[config.mk]
export PLATFORM = sky130hd
export DESIGN_NAME = tcp_retransmit_timer
export DESIGN_NICKNAME = d
export VERILOG_FILES = /design/src/rtl/tcp_rt_pkg.sv /design/src/rtl/tcp_rt_alu.sv /design/src/rtl/tcp_rt_store.sv /design/src/rtl/tcp_retransmit_timer.sv
export SDC_FILE = /design/constraint.sdc
export NUM_CORES = 2
export LEC_CHECK = 0
export BUFFER_PORTS_ARGS = -buffer_cell sky130_fd_sc_hd__buf_4
export CAP_MARGIN = 40
export CORE_MARGIN = 8
export CORE_UTILIZATION = 35
export CTS_CLUSTER_DIAMETER = 200
export DETAILED_ROUTE_END_ITERATION = 6
export PLACE_DENSITY_LB_ADDON = 0.05
export SYNTH_ARGS = -nofsm -noshare
export SYNTH_HDL_FRONTEND = slang
export SYNTH_SLANG_ARGS = --single-unit
[constraint.sdc]
create_clock -name clk -period 16.38 [get_ports clk]
set_input_delay 0.819 -clock clk [delete_from_list [all_inputs] [get_ports clk]]
set_output_delay 0.819 -clock clk [all_outputs]
set_load 0.02 [all_outputs]
[src/rtl/tcp_rt_pkg.sv]
package tcp_rt_pkg;

	// Result slots allowed per scan command
	localparam int MAX_RESULTS = 8;
	localparam int RES_CNT_W   = 4;

	// Configuration reset values
	localparam logic [15:0] INITIAL_TIMEOUT_RST = 16'd50;
	localparam logic [15:0] MIN_TIMEOUT_RST     = 16'd2;
	localparam logic [15:0] MAX_TIMEOUT_RST     = 16'd200;
	localparam logic [3:0]  RETRY_LIMIT_RST     = 4'd5;

	typedef enum logic [2:0] {
		CMD_OPEN    = 3'd0,
		CMD_ARM     = 3'd1,
		CMD_ACK     = 3'd2,
		CMD_RELEASE = 3'd3,
		CMD_SCAN    = 3'd4
	} cmd_t;

	typedef enum logic [1:0] {
		EV_NONE    = 2'd0,
		EV_RETX    = 2'd1,
		EV_ABANDON = 2'd2,
		EV_SAMPLE  = 2'd3
	} ev_t;

	typedef enum logic [1:0] {
		REG_INITIAL_TIMEOUT = 2'd0,
		REG_MIN_TIMEOUT     = 2'd1,
		REG_MAX_TIMEOUT     = 2'd2,
		REG_RETRY_LIMIT     = 2'd3
	} cfg_reg_t;

	typedef enum logic [4:0] {
		ST_IDLE,
		ST_READ,
		ST_EXEC,
		ST_ACK_RTT,
		ST_ACK_DIFF,
		ST_ACK_MAG,
		ST_ACK_SRTT_SUB,
		ST_ACK_SRTT_ADD,
		ST_ACK_VAR_SUB,
		ST_ACK_VAR_ADD,
		ST_ACK_FIRST,
		ST_ACK_SUM,
		ST_ACK_MIN,
		ST_ACK_MAX,
		ST_SCAN_CHECK,
		ST_SCAN_ELAPSED,
		ST_SCAN_DUE,
		ST_SCAN_CLAMP,
		ST_EMIT,
		ST_FLUSH
	} state_t;

	typedef enum logic {
		ALU_ADD,
		ALU_SUB
	} alu_op_t;

	// Request to the shared adder/subtractor
	typedef struct packed {
		alu_op_t     op;
		logic [32:0] a;
		logic [32:0] b;
	} alu_req_t;

	// Per-slot record held in the slot store
	typedef struct packed {
		logic [31:0] srtt;
		logic [31:0] rttvar;
		logic [15:0] rto;
		logic [15:0] backoff;
		logic [31:0] send;
		logic [3:0]  retry;
	} rec_t;

	// Field write enables for the slot store
	typedef struct packed {
		logic srtt;
		logic rttvar;
		logic rto;
		logic backoff;
		logic send;
		logic retry;
	} store_we_t;

endpackage

[src/rtl/tcp_rt_alu.sv]
module tcp_rt_alu (
	input  tcp_rt_pkg::alu_req_t req,
	output logic [33:0]          y
);

	// Add or subtract; on subtract the top bit is the borrow
	always_comb begin
		unique case (req.op)
			tcp_rt_pkg::ALU_SUB: y = {1'b0, req.a} - {1'b0, req.b};
			default:             y = {1'b0, req.a} + {1'b0, req.b};
		endcase
	end

endmodule

[src/rtl/tcp_rt_store.sv]
module tcp_rt_store #(
	parameter int DEPTH  = 8,
	parameter int ADDR_W = 3
) (
	input  logic                  clk,
	input  logic [ADDR_W-1:0]     addr,
	input  tcp_rt_pkg::store_we_t we,
	input  tcp_rt_pkg::rec_t      wdata,
	output tcp_rt_pkg::rec_t      rdata_q
);

	logic [31:0] srtt_mem    [DEPTH];
	logic [31:0] rttvar_mem  [DEPTH];
	logic [15:0] rto_mem     [DEPTH];
	logic [15:0] backoff_mem [DEPTH];
	logic [31:0] send_mem    [DEPTH];
	logic [3:0]  retry_mem   [DEPTH];

	// Write selected fields of one slot
	always_ff @(posedge clk) begin
		if (we.srtt) begin
			srtt_mem[addr] <= wdata.srtt;
		end
		if (we.rttvar) begin
			rttvar_mem[addr] <= wdata.rttvar;
		end
		if (we.rto) begin
			rto_mem[addr] <= wdata.rto;
		end
		if (we.backoff) begin
			backoff_mem[addr] <= wdata.backoff;
		end
		if (we.send) begin
			send_mem[addr] <= wdata.send;
		end
		if (we.retry) begin
			retry_mem[addr] <= wdata.retry;
		end
	end

	// Registered read of the whole record
	always_ff @(posedge clk) begin
		rdata_q.srtt    <= srtt_mem[addr];
		rdata_q.rttvar  <= rttvar_mem[addr];
		rdata_q.rto     <= rto_mem[addr];
		rdata_q.backoff <= backoff_mem[addr];
		rdata_q.send    <= send_mem[addr];
		rdata_q.retry   <= retry_mem[addr];
	end

endmodule

[src/rtl/tcp_retransmit_timer.sv]
// Retransmission timer for NUM_CONNECTIONS connection slots.
// Input channel (in_valid/in_stall) carries one command transaction: cmd,
// conn_index and the current tick count now. Output channel (out_valid/
// out_stall) carries result transactions: slot, event_res, timeout_value,
// retries and last, which marks the final result of a command.
// Open, arm and release give no result and pass through accept, slot
// read and update. When ack takes an RTT sample, the sample runs as a
// chain of add/subtract steps through a single shared 33-bit adder.
// Scan checks each slot in turn and takes each pending slot through
// read, elapsed time and due test, then backoff clamp and hand-off as
// needed. One command is in flight at a time; in_stall is high until its
// results are all handed to the output register.
// Results pass through a one-entry holding register and the output
// register, so a stalled receiver only holds the sequencer at the next
// result hand-off. Reset clears all slot flags and restores the
// configuration registers; the slot record memory needs no clearing.
// Configuration is to be written by the user through the APB-style port
// while no command is in flight; the block itself does not enforce this.
module tcp_retransmit_timer #(
	parameter int NUM_CONNECTIONS = 8
) (
	input  logic        clk,
	input  logic        arst_n,
	// command channel
	input  logic        in_valid,
	output logic        in_stall,
	input  logic [2:0]  cmd,
	input  logic [2:0]  conn_index,
	input  logic [31:0] now,
	// result channel
	output logic        out_valid,
	input  logic        out_stall,
	output logic [2:0]  slot,
	output logic [1:0]  event_res,
	output logic [15:0] timeout_value,
	output logic [3:0]  retries,
	output logic        last,
	// configuration port
	input  logic        psel,
	input  logic        penable,
	input  logic        pwrite,
	input  logic [3:0]  paddr,
	input  logic [31:0] pwdata,
	output logic [31:0] prdata,
	output logic        pready
);

	localparam int IDX_W = (NUM_CONNECTIONS > 1) ? $clog2(NUM_CONNECTIONS) : 1;
	localparam int CNT_W = $clog2(NUM_CONNECTIONS + 1);

	tcp_rt_pkg::state_t state_q, state_d;

	// configuration
	logic [15:0] init_q, min_q, max_q;
	logic [3:0]  limit_q;

	// slot flags
	logic [NUM_CONNECTIONS-1:0] active_q, awaiting_q, estval_q;

	// command context
	tcp_rt_pkg::cmd_t cmd_q;
	logic [IDX_W-1:0] cur_q;
	logic [31:0]      now_q;
	logic [CNT_W-1:0] scan_i_q;
	logic [tcp_rt_pkg::RES_CNT_W-1:0] n_q;

	// arithmetic temporaries
	logic [31:0] r_q, mag_q, sr_n_q, rv_n_q;
	logic [32:0] t_q;
	logic        borrow_q;

	// new result, holding register and output register
	logic [2:0]  new_slot_q;
	logic [1:0]  new_ev_q;
	logic [15:0] new_tv_q;
	logic [3:0]  new_rc_q;
	logic        pend_valid_q;
	logic [2:0]  pend_slot_q;
	logic [1:0]  pend_ev_q;
	logic [15:0] pend_tv_q;
	logic [3:0]  pend_rc_q;
	logic        out_valid_q;
	logic [2:0]  slot_q;
	logic [1:0]  ev_q;
	logic [15:0] tv_q;
	logic [3:0]  rc_q;
	logic        last_q;

	tcp_rt_pkg::alu_req_t  alu_req;
	logic [33:0]           alu_y;
	tcp_rt_pkg::store_we_t st_we;
	tcp_rt_pkg::rec_t      st_wdata;
	tcp_rt_pkg::rec_t      rd_q;

	logic             accept, cmd_ok, out_free, emit_go;
	logic             slot_busy, scan_done, abandon, due;
	logic [IDX_W-1:0] scan_idx;
	logic [15:0]      rto_fin, nb_fin;
	logic [31:0]      base;

	tcp_rt_alu u_alu (
		.req (alu_req),
		.y   (alu_y)
	);

	tcp_rt_store #(
		.DEPTH  (NUM_CONNECTIONS),
		.ADDR_W (IDX_W)
	) u_store (
		.clk     (clk),
		.addr    (cur_q),
		.we      (st_we),
		.wdata   (st_wdata),
		.rdata_q (rd_q)
	);

	// Decode handshakes and per-state conditions
	assign accept    = in_valid && !in_stall;
	assign cmd_ok    = (cmd == tcp_rt_pkg::CMD_SCAN) ||
		((cmd <= tcp_rt_pkg::CMD_RELEASE) && (7'(conn_index) < 7'(NUM_CONNECTIONS)));
	assign out_free  = !out_valid_q || !out_stall;
	assign emit_go   = !pend_valid_q || out_free;
	assign scan_idx  = scan_i_q[IDX_W-1:0];
	assign slot_busy = active_q[scan_idx] && awaiting_q[scan_idx];
	assign scan_done = (scan_i_q == CNT_W'(NUM_CONNECTIONS)) ||
		(n_q == tcp_rt_pkg::RES_CNT_W'(tcp_rt_pkg::MAX_RESULTS));
	assign abandon   = rd_q.retry >= limit_q;
	assign due       = !alu_y[33];
	assign base      = {3'b000, rd_q.srtt[31:3]};
	assign rto_fin   = alu_y[33] ? max_q : t_q[15:0];
	assign nb_fin    = alu_y[33] ? max_q : t_q[15:0];

	// Next state
	always_comb begin
		state_d = state_q;
		unique case (state_q)
			tcp_rt_pkg::ST_IDLE: begin
				if (accept && cmd_ok) begin
					if (cmd == tcp_rt_pkg::CMD_SCAN) begin
						state_d = tcp_rt_pkg::ST_SCAN_CHECK;
					end else begin
						state_d = tcp_rt_pkg::ST_READ;
					end
				end
			end
			tcp_rt_pkg::ST_READ: begin
				if (cmd_q == tcp_rt_pkg::CMD_SCAN) begin
					state_d = tcp_rt_pkg::ST_SCAN_ELAPSED;
				end else begin
					state_d = tcp_rt_pkg::ST_EXEC;
				end
			end
			tcp_rt_pkg::ST_EXEC: begin
				if (cmd_q == tcp_rt_pkg::CMD_ACK && active_q[cur_q] && awaiting_q[cur_q]) begin
					if (rd_q.retry != 4'd0) begin
						state_d = tcp_rt_pkg::ST_EMIT;
					end else begin
						state_d = tcp_rt_pkg::ST_ACK_RTT;
					end
				end else begin
					state_d = tcp_rt_pkg::ST_IDLE;
				end
			end
			tcp_rt_pkg::ST_ACK_RTT: begin
				if (estval_q[cur_q]) begin
					state_d = tcp_rt_pkg::ST_ACK_DIFF;
				end else begin
					state_d = tcp_rt_pkg::ST_ACK_FIRST;
				end
			end
			tcp_rt_pkg::ST_ACK_DIFF:     state_d = tcp_rt_pkg::ST_ACK_MAG;
			tcp_rt_pkg::ST_ACK_MAG:      state_d = tcp_rt_pkg::ST_ACK_SRTT_SUB;
			tcp_rt_pkg::ST_ACK_SRTT_SUB: state_d = tcp_rt_pkg::ST_ACK_SRTT_ADD;
			tcp_rt_pkg::ST_ACK_SRTT_ADD: state_d = tcp_rt_pkg::ST_ACK_VAR_SUB;
			tcp_rt_pkg::ST_ACK_VAR_SUB:  state_d = tcp_rt_pkg::ST_ACK_VAR_ADD;
			tcp_rt_pkg::ST_ACK_VAR_ADD:  state_d = tcp_rt_pkg::ST_ACK_SUM;
			tcp_rt_pkg::ST_ACK_FIRST:    state_d = tcp_rt_pkg::ST_ACK_SUM;
			tcp_rt_pkg::ST_ACK_SUM:      state_d = tcp_rt_pkg::ST_ACK_MIN;
			tcp_rt_pkg::ST_ACK_MIN:      state_d = tcp_rt_pkg::ST_ACK_MAX;
			tcp_rt_pkg::ST_ACK_MAX:      state_d = tcp_rt_pkg::ST_EMIT;
			tcp_rt_pkg::ST_SCAN_CHECK: begin
				if (scan_done) begin
					state_d = tcp_rt_pkg::ST_FLUSH;
				end else if (slot_busy) begin
					state_d = tcp_rt_pkg::ST_READ;
				end
			end
			tcp_rt_pkg::ST_SCAN_ELAPSED: state_d = tcp_rt_pkg::ST_SCAN_DUE;
			tcp_rt_pkg::ST_SCAN_DUE: begin
				if (!due) begin
					state_d = tcp_rt_pkg::ST_SCAN_CHECK;
				end else if (abandon) begin
					state_d = tcp_rt_pkg::ST_EMIT;
				end else begin
					state_d = tcp_rt_pkg::ST_SCAN_CLAMP;
				end
			end
			tcp_rt_pkg::ST_SCAN_CLAMP: state_d = tcp_rt_pkg::ST_EMIT;
			tcp_rt_pkg::ST_EMIT: begin
				if (emit_go) begin
					if (cmd_q == tcp_rt_pkg::CMD_SCAN) begin
						state_d = tcp_rt_pkg::ST_SCAN_CHECK;
					end else begin
						state_d = tcp_rt_pkg::ST_FLUSH;
					end
				end
			end
			tcp_rt_pkg::ST_FLUSH: begin
				if (!pend_valid_q || out_free) begin
					state_d = tcp_rt_pkg::ST_IDLE;
				end
			end
			default: state_d = tcp_rt_pkg::ST_IDLE;
		endcase
	end

	// Sequencer outputs: adder operands, store writes, input stall
	always_comb begin
		alu_req  = '{op: tcp_rt_pkg::ALU_ADD, a: 33'd0, b: 33'd0};
		st_we    = '0;
		st_wdata = rd_q;
		in_stall = 1'b1;
		unique case (state_q)
			tcp_rt_pkg::ST_IDLE: in_stall = 1'b0;
			tcp_rt_pkg::ST_EXEC: begin
				unique case (cmd_q)
					tcp_rt_pkg::CMD_OPEN: begin
						st_we.retry    = 1'b1;
						st_wdata.retry = 4'd0;
					end
					tcp_rt_pkg::CMD_ARM: begin
						if (active_q[cur_q]) begin
							st_we.send       = 1'b1;
							st_we.retry      = 1'b1;
							st_we.backoff    = 1'b1;
							st_wdata.send    = now_q;
							st_wdata.retry   = 4'd0;
							st_wdata.backoff = estval_q[cur_q] ? rd_q.rto : init_q;
						end
					end
					default: st_we = '0;
				endcase
			end
			tcp_rt_pkg::ST_ACK_RTT, tcp_rt_pkg::ST_SCAN_ELAPSED: begin
				alu_req = '{op: tcp_rt_pkg::ALU_SUB, a: {1'b0, now_q}, b: {1'b0, rd_q.send}};
			end
			tcp_rt_pkg::ST_ACK_DIFF: begin
				alu_req = '{op: tcp_rt_pkg::ALU_SUB, a: {1'b0, r_q}, b: {1'b0, base}};
			end
			tcp_rt_pkg::ST_ACK_MAG: begin
				alu_req = '{op: tcp_rt_pkg::ALU_SUB, a: {1'b0, base}, b: {1'b0, r_q}};
			end
			tcp_rt_pkg::ST_ACK_SRTT_SUB: begin
				alu_req = '{op: tcp_rt_pkg::ALU_SUB, a: {1'b0, rd_q.srtt}, b: {1'b0, base}};
			end
			tcp_rt_pkg::ST_ACK_SRTT_ADD: begin
				alu_req = '{op: tcp_rt_pkg::ALU_ADD, a: t_q, b: {1'b0, r_q}};
			end
			tcp_rt_pkg::ST_ACK_VAR_SUB: begin
				alu_req = '{op: tcp_rt_pkg::ALU_SUB, a: {1'b0, rd_q.rttvar},
					b: {3'b000, rd_q.rttvar[31:2]}};
			end
			tcp_rt_pkg::ST_ACK_VAR_ADD: begin
				alu_req = '{op: tcp_rt_pkg::ALU_ADD, a: t_q, b: {1'b0, mag_q}};
			end
			tcp_rt_pkg::ST_ACK_SUM: begin
				alu_req = '{op: tcp_rt_pkg::ALU_ADD, a: {4'b0000, sr_n_q[31:3]},
					b: {1'b0, rv_n_q}};
			end
			tcp_rt_pkg::ST_ACK_MIN: begin
				alu_req = '{op: tcp_rt_pkg::ALU_SUB, a: t_q, b: {17'd0, min_q}};
			end
			tcp_rt_pkg::ST_ACK_MAX: begin
				alu_req         = '{op: tcp_rt_pkg::ALU_SUB, a: {17'd0, max_q}, b: t_q};
				st_we.srtt      = 1'b1;
				st_we.rttvar    = 1'b1;
				st_we.rto       = 1'b1;
				st_wdata.srtt   = sr_n_q;
				st_wdata.rttvar = rv_n_q;
				st_wdata.rto    = rto_fin;
			end
			tcp_rt_pkg::ST_SCAN_DUE: begin
				alu_req = '{op: tcp_rt_pkg::ALU_SUB, a: t_q, b: {17'd0, rd_q.backoff}};
			end
			tcp_rt_pkg::ST_SCAN_CLAMP: begin
				alu_req          = '{op: tcp_rt_pkg::ALU_SUB, a: {17'd0, max_q}, b: t_q};
				st_we.send       = 1'b1;
				st_we.retry      = 1'b1;
				st_we.backoff    = 1'b1;
				st_wdata.send    = now_q;
				st_wdata.retry   = rd_q.retry + 4'd1;
				st_wdata.backoff = nb_fin;
			end
			default: in_stall = 1'b1;
		endcase
	end

	// Advance the sequencer
	always_ff @(posedge clk or negedge arst_n) begin
		if (!arst_n) begin
			state_q <= tcp_rt_pkg::ST_IDLE;
		end else begin
			state_q <= state_d;
		end
	end

	// Hold configuration registers
	always_ff @(posedge clk or negedge arst_n) begin
		if (!arst_n) begin
			init_q  <= tcp_rt_pkg::INITIAL_TIMEOUT_RST;
			min_q   <= tcp_rt_pkg::MIN_TIMEOUT_RST;
			max_q   <= tcp_rt_pkg::MAX_TIMEOUT_RST;
			limit_q <= tcp_rt_pkg::RETRY_LIMIT_RST;
		end else if (psel && penable && pwrite) begin
			unique case (tcp_rt_pkg::cfg_reg_t'(paddr[3:2]))
				tcp_rt_pkg::REG_INITIAL_TIMEOUT: init_q  <= pwdata[15:0];
				tcp_rt_pkg::REG_MIN_TIMEOUT:     min_q   <= pwdata[15:0];
				tcp_rt_pkg::REG_MAX_TIMEOUT:     max_q   <= pwdata[15:0];
				default:                         limit_q <= pwdata[3:0];
			endcase
		end
	end

	// Read back configuration
	always_comb begin
		unique case (tcp_rt_pkg::cfg_reg_t'(paddr[3:2]))
			tcp_rt_pkg::REG_INITIAL_TIMEOUT: prdata = {16'd0, init_q};
			tcp_rt_pkg::REG_MIN_TIMEOUT:     prdata = {16'd0, min_q};
			tcp_rt_pkg::REG_MAX_TIMEOUT:     prdata = {16'd0, max_q};
			default:                         prdata = {28'd0, limit_q};
		endcase
	end

	assign pready = 1'b1;

	// Update slot flags
	always_ff @(posedge clk or negedge arst_n) begin
		if (!arst_n) begin
			active_q   <= '0;
			awaiting_q <= '0;
			estval_q   <= '0;
		end else begin
			if (state_q == tcp_rt_pkg::ST_EXEC) begin
				unique case (cmd_q)
					tcp_rt_pkg::CMD_OPEN: begin
						active_q[cur_q]   <= 1'b1;
						awaiting_q[cur_q] <= 1'b0;
						estval_q[cur_q]   <= 1'b0;
					end
					tcp_rt_pkg::CMD_ARM: begin
						if (active_q[cur_q]) begin
							awaiting_q[cur_q] <= 1'b1;
						end
					end
					tcp_rt_pkg::CMD_ACK: begin
						awaiting_q[cur_q] <= 1'b0;
					end
					tcp_rt_pkg::CMD_RELEASE: begin
						active_q[cur_q]   <= 1'b0;
						awaiting_q[cur_q] <= 1'b0;
					end
					default: active_q <= active_q;
				endcase
			end
			if (state_q == tcp_rt_pkg::ST_ACK_MAX) begin
				estval_q[cur_q] <= 1'b1;
			end
			if (state_q == tcp_rt_pkg::ST_SCAN_DUE && due && abandon) begin
				active_q[cur_q]   <= 1'b0;
				awaiting_q[cur_q] <= 1'b0;
			end
		end
	end

	// Track command context and scan position
	always_ff @(posedge clk or negedge arst_n) begin
		if (!arst_n) begin
			cmd_q    <= tcp_rt_pkg::CMD_OPEN;
			cur_q    <= '0;
			scan_i_q <= '0;
			n_q      <= '0;
		end else begin
			unique case (state_q)
				tcp_rt_pkg::ST_IDLE: begin
					if (accept) begin
						cmd_q    <= tcp_rt_pkg::cmd_t'(cmd);
						cur_q    <= IDX_W'(conn_index);
						scan_i_q <= '0;
						n_q      <= '0;
					end
				end
				tcp_rt_pkg::ST_SCAN_CHECK: begin
					if (!scan_done) begin
						if (slot_busy) begin
							cur_q <= scan_idx;
						end else begin
							scan_i_q <= scan_i_q + CNT_W'(1);
						end
					end
				end
				tcp_rt_pkg::ST_SCAN_DUE: begin
					if (!due) begin
						scan_i_q <= scan_i_q + CNT_W'(1);
					end
				end
				tcp_rt_pkg::ST_EMIT: begin
					if (emit_go) begin
						scan_i_q <= scan_i_q + CNT_W'(1);
						n_q      <= n_q + tcp_rt_pkg::RES_CNT_W'(1);
					end
				end
				default: cur_q <= cur_q;
			endcase
		end
	end

	// Capture now with the command
	always_ff @(posedge clk) begin
		if (accept) begin
			now_q <= now;
		end
	end

	// Arithmetic temporaries and new result
	always_ff @(posedge clk) begin
		unique case (state_q)
			tcp_rt_pkg::ST_EXEC: begin
				new_slot_q <= 3'(cur_q);
				new_ev_q   <= tcp_rt_pkg::EV_NONE;
				new_tv_q   <= 16'd0;
				new_rc_q   <= rd_q.retry;
			end
			tcp_rt_pkg::ST_ACK_RTT: begin
				r_q <= (alu_y[31:0] == 32'd0) ? 32'd1 : alu_y[31:0];
			end
			tcp_rt_pkg::ST_ACK_DIFF: begin
				mag_q    <= alu_y[31:0];
				borrow_q <= alu_y[33];
			end
			tcp_rt_pkg::ST_ACK_MAG: begin
				if (borrow_q) begin
					mag_q <= alu_y[31:0];
				end
			end
			tcp_rt_pkg::ST_ACK_SRTT_SUB, tcp_rt_pkg::ST_ACK_VAR_SUB,
			tcp_rt_pkg::ST_SCAN_ELAPSED: begin
				t_q <= {1'b0, alu_y[31:0]};
			end
			tcp_rt_pkg::ST_ACK_SRTT_ADD: begin
				sr_n_q <= (alu_y[33:32] != 2'b00) ? 32'hFFFF_FFFF : alu_y[31:0];
			end
			tcp_rt_pkg::ST_ACK_VAR_ADD: begin
				rv_n_q <= (alu_y[33:32] != 2'b00) ? 32'hFFFF_FFFF : alu_y[31:0];
			end
			tcp_rt_pkg::ST_ACK_FIRST: begin
				sr_n_q <= (r_q[31:29] != 3'b000) ? 32'hFFFF_FFFF : {r_q[28:0], 3'b000};
				rv_n_q <= r_q[31] ? 32'hFFFF_FFFF : {r_q[30:0], 1'b0};
			end
			tcp_rt_pkg::ST_ACK_SUM: begin
				t_q <= alu_y[32:0];
			end
			tcp_rt_pkg::ST_ACK_MIN: begin
				if (alu_y[33]) begin
					t_q <= {17'd0, min_q};
				end
			end
			tcp_rt_pkg::ST_ACK_MAX: begin
				new_slot_q <= 3'(cur_q);
				new_ev_q   <= tcp_rt_pkg::EV_SAMPLE;
				new_tv_q   <= rto_fin;
				new_rc_q   <= 4'd0;
			end
			tcp_rt_pkg::ST_SCAN_DUE: begin
				t_q        <= {16'd0, rd_q.backoff, 1'b0};
				new_slot_q <= 3'(cur_q);
				new_ev_q   <= tcp_rt_pkg::EV_ABANDON;
				new_tv_q   <= 16'd0;
				new_rc_q   <= rd_q.retry;
			end
			tcp_rt_pkg::ST_SCAN_CLAMP: begin
				new_ev_q <= tcp_rt_pkg::EV_RETX;
				new_tv_q <= nb_fin;
				new_rc_q <= rd_q.retry + 4'd1;
			end
			default: borrow_q <= borrow_q;
		endcase
	end

	// Hold the newest result until the next one or the end of the command
	always_ff @(posedge clk or negedge arst_n) begin
		if (!arst_n) begin
			pend_valid_q <= 1'b0;
		end else if (state_q == tcp_rt_pkg::ST_EMIT && emit_go) begin
			pend_valid_q <= 1'b1;
		end else if (state_q == tcp_rt_pkg::ST_FLUSH && out_free) begin
			pend_valid_q <= 1'b0;
		end
	end

	always_ff @(posedge clk) begin
		if (state_q == tcp_rt_pkg::ST_EMIT && emit_go) begin
			pend_slot_q <= new_slot_q;
			pend_ev_q   <= new_ev_q;
			pend_tv_q   <= new_tv_q;
			pend_rc_q   <= new_rc_q;
		end
	end

	// Load the output register from the holding register
	logic out_load, out_last;
	assign out_load = pend_valid_q && out_free &&
		((state_q == tcp_rt_pkg::ST_EMIT) || (state_q == tcp_rt_pkg::ST_FLUSH));
	assign out_last = (state_q == tcp_rt_pkg::ST_FLUSH);

	always_ff @(posedge clk or negedge arst_n) begin
		if (!arst_n) begin
			out_valid_q <= 1'b0;
		end else if (out_load) begin
			out_valid_q <= 1'b1;
		end else if (!out_stall) begin
			out_valid_q <= 1'b0;
		end
	end

	always_ff @(posedge clk) begin
		if (out_load) begin
			slot_q <= pend_slot_q;
			ev_q   <= pend_ev_q;
			tv_q   <= pend_tv_q;
			rc_q   <= pend_rc_q;
			last_q <= out_last;
		end
	end

	assign out_valid     = out_valid_q;
	assign slot          = slot_q;
	assign event_res     = ev_q;
	assign timeout_value = tv_q;
	assign retries       = rc_q;
	assign last          = last_q;

endmodule

## Word-level counts from Yosys, hierarchy flattened

Memories as Yosys holds them, arrays and structs flattened. A register that Yosys moved wholly into a read port is not among the register bits.
Cells that the tools add are included.

- Register bits after elaboration: 367
- Memory bits (writable): 1056
- Input bits: 81
- Output and inout port bits: 61
- Word-level logic and storage cells: 252
- Memories: 6

Memories:

| memory | depth | bits a word | rd ports | clocked after memory_dff | wr ports | RTL line | text |
|---|---|---|---|---|---|---|---|
| u_store.rttvar_mem | 8 | 32 | 1 | 1 | 1 | tcp_rt_store.sv:13 | `logic [31:0] rttvar_mem [DEPTH];` |
| u_store.send_mem | 8 | 32 | 1 | 1 | 1 | tcp_rt_store.sv:16 | `logic [31:0] send_mem [DEPTH];` |
| u_store.srtt_mem | 8 | 32 | 1 | 1 | 1 | tcp_rt_store.sv:12 | `logic [31:0] srtt_mem [DEPTH];` |
| u_store.backoff_mem | 8 | 16 | 1 | 1 | 1 | tcp_rt_store.sv:15 | `logic [15:0] backoff_mem [DEPTH];` |
| u_store.rto_mem | 8 | 16 | 1 | 1 | 1 | tcp_rt_store.sv:14 | `logic [15:0] rto_mem [DEPTH];` |
| u_store.retry_mem | 8 | 4 | 1 | 1 | 1 | tcp_rt_store.sv:17 | `logic [3:0] retry_mem [DEPTH];` |

- Add/sub/neg operators: 5
- Order comparisons: 5
- Equal/unequal tests: 40
- Multiplexer cells: 92
- Bitwise operators: 10
- Reductions and logical operators: 60

Operator list:

| kind | number |
|---|---|
| one-hot mux 67 bit (11 select lines) | 1 |
| one-hot mux 32 bit (2 select lines) | 3 |
| one-hot mux 33 bit (4 select lines) | 1 |
| 2-to-1 mux 32 bit | 4 |
| one-hot mux 52 bit (2 select lines) | 1 |
| one-hot mux 5 bit (18 select lines) | 1 |
| 2-to-1 mux 80 bit | 1 |
| 2-to-1 mux 8 bit | 8 |
| 2-to-1 mux 52 bit | 1 |
| 2-to-1 mux 48 bit | 1 |
| one-hot mux 16 bit (3 select lines) | 1 |
| 2-to-1 mux 5 bit | 9 |
| AND 8 bit | 5 |
| == test 5 x 4 -> 1 bit, second input constant | 8 |
| 2-to-1 mux 4 bit | 9 |
| adder 33 x 33 -> 34 bit | 1 |
| 2-to-1 mux 34 bit | 1 |
| subtractor 33 x 33 -> 34 bit | 1 |
| 2-to-1 mux 33 bit | 1 |
| logical NOT 32 bit | 1 |
| 2-to-1 mux 16 bit | 2 |
| one-hot mux 16 bit (2 select lines) | 1 |
| one-hot mux 8 bit (2 select lines) | 2 |
| bitwise OR 8 bit | 3 |
| 46 further kinds | 145 |

## Depth between registers and ports, before layout

- Word-level depth: 10
- Mapped depth: 27
- Mapped depth without buffers: 21

## Cells and area by module

Synthesis repeated with hierarchy kept, for this count alone.

- Cell total of the unflattened synthesis: 3971
- Area, all modules: 64986.1 um2

Modules (own cells, without submodules):

| module | times used | cells an instance | area an instance (um2) | seq. area each (um2) |
|---|---|---|---|---|
| tcp_rt_store | 1 | 1728 | 42838.6 | 34352.9 |
| tcp_retransmit_timer | 1 | 1838 | 19469.9 | 10546.4 |
| tcp_rt_alu | 1 | 405 | 2677.6 | 0.0 |

## Least setup slack after synthesis

OpenSTA, ideal clock, no wires.

- Path type: reg-to-reg
- Start: register state_q[0]
- End: register t_q[0] (enable)
- Library setup time: 469 ps
- Arrival: 7475 ps
- Data required time: 15911 ps
- Setup slack: 8436 ps
- Stages on the path, launching flop included: 27
- Path buffers: 6
- Period minus slack after synthesis: 7944 ps
- Cell sequence: dfrtp_1 buf_2 buf_6 buf_2 buf_1 mux2i_1 nor2_1 a21oi_1 and4_1 ha_1 nand3_1 or3_1 nor2_1 a21oi_1 xor2_1 ha_1 clkbuf_1 a21o_1 or3_1 o22ai_1 o41a_1 a21oi_1 o22a_1 clkbuf_1 o31ai_1 nor2_1 o21ai_0

- Longest elaborated chain between the ends: 7
- Elaborated cells between the ends (all ways): 23
- Classes of those cells: add/sub (2); eq/ne (14); mux (2); reduce/logical (5)

RTL lines:

| element | RTL line | text |
|---|---|---|
| start: declaration | tcp_retransmit_timer.sv:51 | `tcp_rt_pkg::state_t state_q, state_d;` |
| start signal: assignment | tcp_retransmit_timer.sv:301 | `state_q <= tcp_rt_pkg::ST_IDLE;` |
| start signal: assignment | tcp_retransmit_timer.sv:303 | `state_q <= state_d;` |
| == test 5 x 4 -> 1 bit, or another cell as far along | tcp_retransmit_timer.sv:223 | `unique case (state_q)` |
| OR reduction 2 bit (on tied branches) | n/a |  |
| one-hot mux 67 bit (11 select lines) | tcp_retransmit_timer.sv:223 |  |
| adder 33 x 33 -> 34 bit / subtractor 33 x 33 -> 34 bit (equally long branches) | tcp_rt_alu.sv:10, tcp_rt_alu.sv:9 |  |
| 2-to-1 mux 34 bit | tcp_rt_alu.sv:8 | `unique case (req.op)` |
| != test 2 bit (no line) | n/a |  |
| AND reduction 2 bit (no line) * | n/a |  |
| end signal: assignment | tcp_retransmit_timer.sv:447 | `t_q <= {1'b0, alu_y[31:0]};` |
| end signal: assignment | tcp_retransmit_timer.sv:460 | `t_q <= alu_y[32:0];` |
| end signal: assignment | tcp_retransmit_timer.sv:464 | `t_q <= {17'd0, min_q};` |
| end: declaration | tcp_retransmit_timer.sv:69 | `logic [32:0] t_q;` |

Every way passes the cells marked *; elsewhere a longest branch is shown, timed or not.
A chain may end at the register's enable or synchronous reset.

## Worst setup path after layout

- Start: register state_q[2]
- End: register sr_n_q[27] (data pin)

- Longest elaborated chain between the ends: 8
- Elaborated cells between the ends (all ways): 23
- Classes of those cells: add/sub (2); eq/ne (14); mux (4); reduce/logical (3)

RTL lines:

| element | RTL line | text |
|---|---|---|
| == test 5 x 4 -> 1 bit, or another cell as far along | tcp_retransmit_timer.sv:223 |  |
| OR reduction 2 bit (on tied branches) | n/a |  |
| one-hot mux 67 bit (11 select lines) | tcp_retransmit_timer.sv:223 |  |
| adder 33 x 33 -> 34 bit / subtractor 33 x 33 -> 34 bit (equally long branches) | tcp_rt_alu.sv:10, tcp_rt_alu.sv:9 |  |
| 2-to-1 mux 34 bit | tcp_rt_alu.sv:8 |  |
| nonzero test 2 bit | tcp_retransmit_timer.sv:450 | `sr_n_q <= (alu_y[33:32] != 2'b00) ? 32'hFFFF_FFFF : alu_y[31:0];` |
| 2-to-1 mux 32 bit | tcp_retransmit_timer.sv:450 |  |
| one-hot mux 32 bit (2 select lines) * | tcp_retransmit_timer.sv:426 | `unique case (state_q)` |
| end signal: assignment | tcp_retransmit_timer.sv:450 |  |
| end signal: assignment | tcp_retransmit_timer.sv:456 | `sr_n_q <= (r_q[31:29] != 3'b000) ? 32'hFFFF_FFFF : {r_q[28:0], 3'b000};` |
| end: declaration | tcp_retransmit_timer.sv:68 | `logic [31:0] r_q, mag_q, sr_n_q, rv_n_q;` |

Marked as above.

==> flow_metrics.py <==
metrics = {
    "pwr": {
        "peakVddDrop_uv": 216,
        "power.total_mw": 18.1,
        "power.leakage_nw": 24.9,
        "power_density_mw_per_mm2": 247,
    },
    "timing": {
        "fin_crit_sh": 0.522,
        "slew_headroom": 0.260,
        "tns_ns": 0,
        "final.setup_skew_ns": 0.0376,
        "fin_crit_ns": 8.55,
        "rsz0062_at_grt": "no",
        "hold_viol": 0,
        "setup_slack_ns": 7.83,
        "setup_viol_count_final": 0,
        "tightestPinTransition_ns": 1.08,
        "whs_ns": 0.171,
        "max_freq_mhz": 117,
        "maxSlewViolCount": 0,
    },
    "grt": {
        "grt-ovfl-total": 0,
        "antenna_found_initial": 8,
        "grt_max_degree": 118,
        "grt.total_usage": 0.232,
        "grt_pass1_wl_mm": 324,
        "grt_pass1_vias": 40500,
    },
    "drt": {
        "drt-initial-drc-count": 4232,
        "final_antenna_net_count": 0,
        "wl_per_cell_um": 32.6,
        "via_per_inst": 5.79,
        "drc": 2,
        "wl_mm": 232,
        "first_pass_iters": 7,
        "via_count": 41200,
    },
    "clock_network": {
        "ctsResizeCount": 0,
        "cts_root_buffer": "clkbuf_16",
        "cts_made_buffers": 171,
        "worstSkewPairLatency_ns": 0.82,
        "clock_path_buffers": 3,
        "holdBufCountCts": 1,
        "cts_tree": "done",
        "htreeDepth": 4,
        "postCtsSetupBuffers": 0,
        "cts.clk_slew.worst_paths_ns": 0.06,
        "clkSinkCount": 1555,
    },
    "synth": {
        "yosysUniqueCellTypes": 93,
        "synth.top_cell.area_share": 0.630,
        "yosysMostFrequentCell": "edfxtp_1",
        "synth_area_mm2": 0.0632,
        "synth_area_leaders": "edfxtp_1 63%, a22oi_1 7.4%, dfxtp_1 4.2%, dfrtp_1 3.5%, nand2_1 2.5%",
        "synthTopCellsByCount": "1,326 x edfxtp_1, 624 x a22oi_1, 415 x nand2_1",
        "netlist_instances": 4468,
        "synth_flop_cell": "edfxtp_1",
        "ys_seq_elements": 1555,
        "synth_edf_count": 1326,
        "yosys_warnings": 0,
        "syn_area_per_cell_um2": 14.1,
        "ys_seq_area_frac": 0.710,
        "yosys.area.top_type": "edfxtp_1",
        "synthArstFlopShare": 0.0624,
    },
    "floorplanning": {
        "row_count": 156,
        "design.die.area_mm2": 0.194,
        "ios": 142,
        "dieHeight_um": 441,
        "start_util": 0.351,
        "core_area_mm2": 0.180,
        "fp.dieW_um": 441,
    },
    "worst_setup_path": {
        "crit_type": "reg2reg",
        "critPathTopFamily": "simple AND/OR/NAND/NOR gates",
        "crit_slowest_cell": "or3b_1",
        "worst_ep_required_time_ns": 16.90,
        "path_buf_inv": 3,
        "crit_top_cell": "a21oi_1",
        "max_stage_delay_ns": 0.87,
        "cp-end-kind": "register",
        "timing.reg2reg.setup_slack_ns": 7.83,
        "critical_path_peak_fanout": 64,
        "crit_chain": "or3b_1, nor2_4, buf_4, a21oi_1, and4_1, nand4_1, or3_1, o21ai_0, xnor2_1, ha_1, o21ai_0, a21oi_1, a21oi_1, o41a_1, a21oi_1, o22a_1, buf_4, xnor2_4, buf_4, a31oi_2",
        "cp-start-kind": "register",
        "worstPathArrival_ns": 9.07,
    },
    "layout": {
        "stdcell_count": 7113,
        "final_util": 0.406,
        "drive_above_1_share": 0.147,
        "design_area_mm2": 0.0732,
        "final_nets": 4718,
        "area.growth.synth_to_final_pct": 15.8,
    },
    "placed_design": {
        "dpl_cell_area_mm2": 0.0675,
        "dp_hpwl_mm": 149,
        "portBuffers": 106,
        "place_ws_ns": 8.00,
        "placedCellCount": 6787,
        "routabilityCongestion": 0.932,
    },
    "hold_path": {
        "hold_class": "in2reg",
    },
    "flow_run": {
        "drv_cap": 0,
    },
    "outcome": {
        "outcome": "finished, violations left",
        "violations": "DRC",
    },
}
==> routing by layer <==
| metal | track usage | vias up | part of all wire |
|---|---|---|---|
| met1 | 0.316 | 21300 | 0.43 |
| li1 | - | 17900 | - |
| met4 | 0.0831 | 2 | 0.039 |
| met2 | 0.378 | 1569 | 0.47 |
| met5 | 0 | - | 0.000047 |
| met3 | 0.0373 | 347 | 0.060 |
==> power by group <==
part	internal [mW]	switching [mW]
sequential	5.76	0.722
clock	2.24	1.63
combinational	2.38	5.32
==> state kept, by name, summed over array words and instances, names as in the netlist, 33 cells and up <==
signal and cells:
u_store.rttvar_mem 256, u_store.send_mem 256, u_store.srtt_mem 256, u_store.rdata_q 132
u_store.backoff_mem 128, u_store.rto_mem 128, t_q 33
==> worst register-to-register path, delay by kind of cell (launching register included) <==
family | cells | cell delay, ns
simple gates | 5 | 2.61
compound gates | 9 | 2.31
flops | 1 | 0.65
fa+ha+maj | 1 | 0.55
buf+inv | 3 | 1.73
xor+xnor | 2 | 0.42
==> final cells by class <==
type                       count  area, um^2
clock buffer                 240        4700
clock inverter                78         936
multi-input combinational   2518       17000
antenna                        6        15.0
sequential                  1555       44900
inverter                      97         367
tap                         2370        2970
timing repair buffer         249        2300
fill                       16700      107000
==> path summary, 6_finish.rpt <==
path / from / end / cells past startpoint
max: state_q[2]$_DFFE_PN0P_ / sr_n_q[27]$_DFFE_PP_ / 20
min: now[19] / now_q[19]$_DFFE_PP_ / 1
max reg2reg: state_q[2]$_DFFE_PN0P_ / sr_n_q[27]$_DFFE_PP_ / 20
min reg2reg: pend_slot_q[2]$_DFFE_PP_ / slot[2]$_DFFE_PP_ / 0
max in group asynchronous: arst_n / max_q[7]$_DFFE_PN1P_ / 4
min in group asynchronous: arst_n / estval_q[3]$_DFF_PN0_ / 2
==> cell families (layout without fill, tap and decap cells) <==
logic type / count (synthesis) / count (layout) / synth area share
AO/OA/AOI/OAI: 1149 / 1149 / 0.132
XOR/XNOR: 47 / 47 / 0.00681
adder cells (fa/ha/maj): 45 / 45 / 0.00903
buffers and inverters: 410 / 664 / 0.0273
flip-flops: 1555 / 1555 / 0.710
multiplexers: 193 / 193 / 0.0336
other: 2 / 23 / 0.000119
AND/OR/NAND/NOR: 1067 / 1067 / 0.0811
==> layout by cell type, fill, tap and decap left out, drive strengths merged, types with 14 or more instances in the layout <==
master,Yosys,final
nand2,415,415
xor2,21,21
nor3,26,26
nand2b,15,15
nor2,212,212
mux2i,83,83
clkinv,0,57
and3,43,43
ha,44,44
or3,16,16
clkbuf,236,241
a31oi,84,84
conb,2,17
o221ai,18,18
dfrtp,88,88
dfxtp,132,132
nand4,170,170
bufinv,0,14
o211ai,19,19
xnor2,26,26
edfxtp,1326,1326
a21o,20,20
inv,97,102
o21ai,100,100
buf,77,247
a211oi,16,16
mux2,105,105
a221o,15,15
nand3,78,78
a21oi,99,99
a22oi,624,624
a221oi,17,17
a222oi,26,26
No activity file was read; power rests on OpenSTA's default activity.
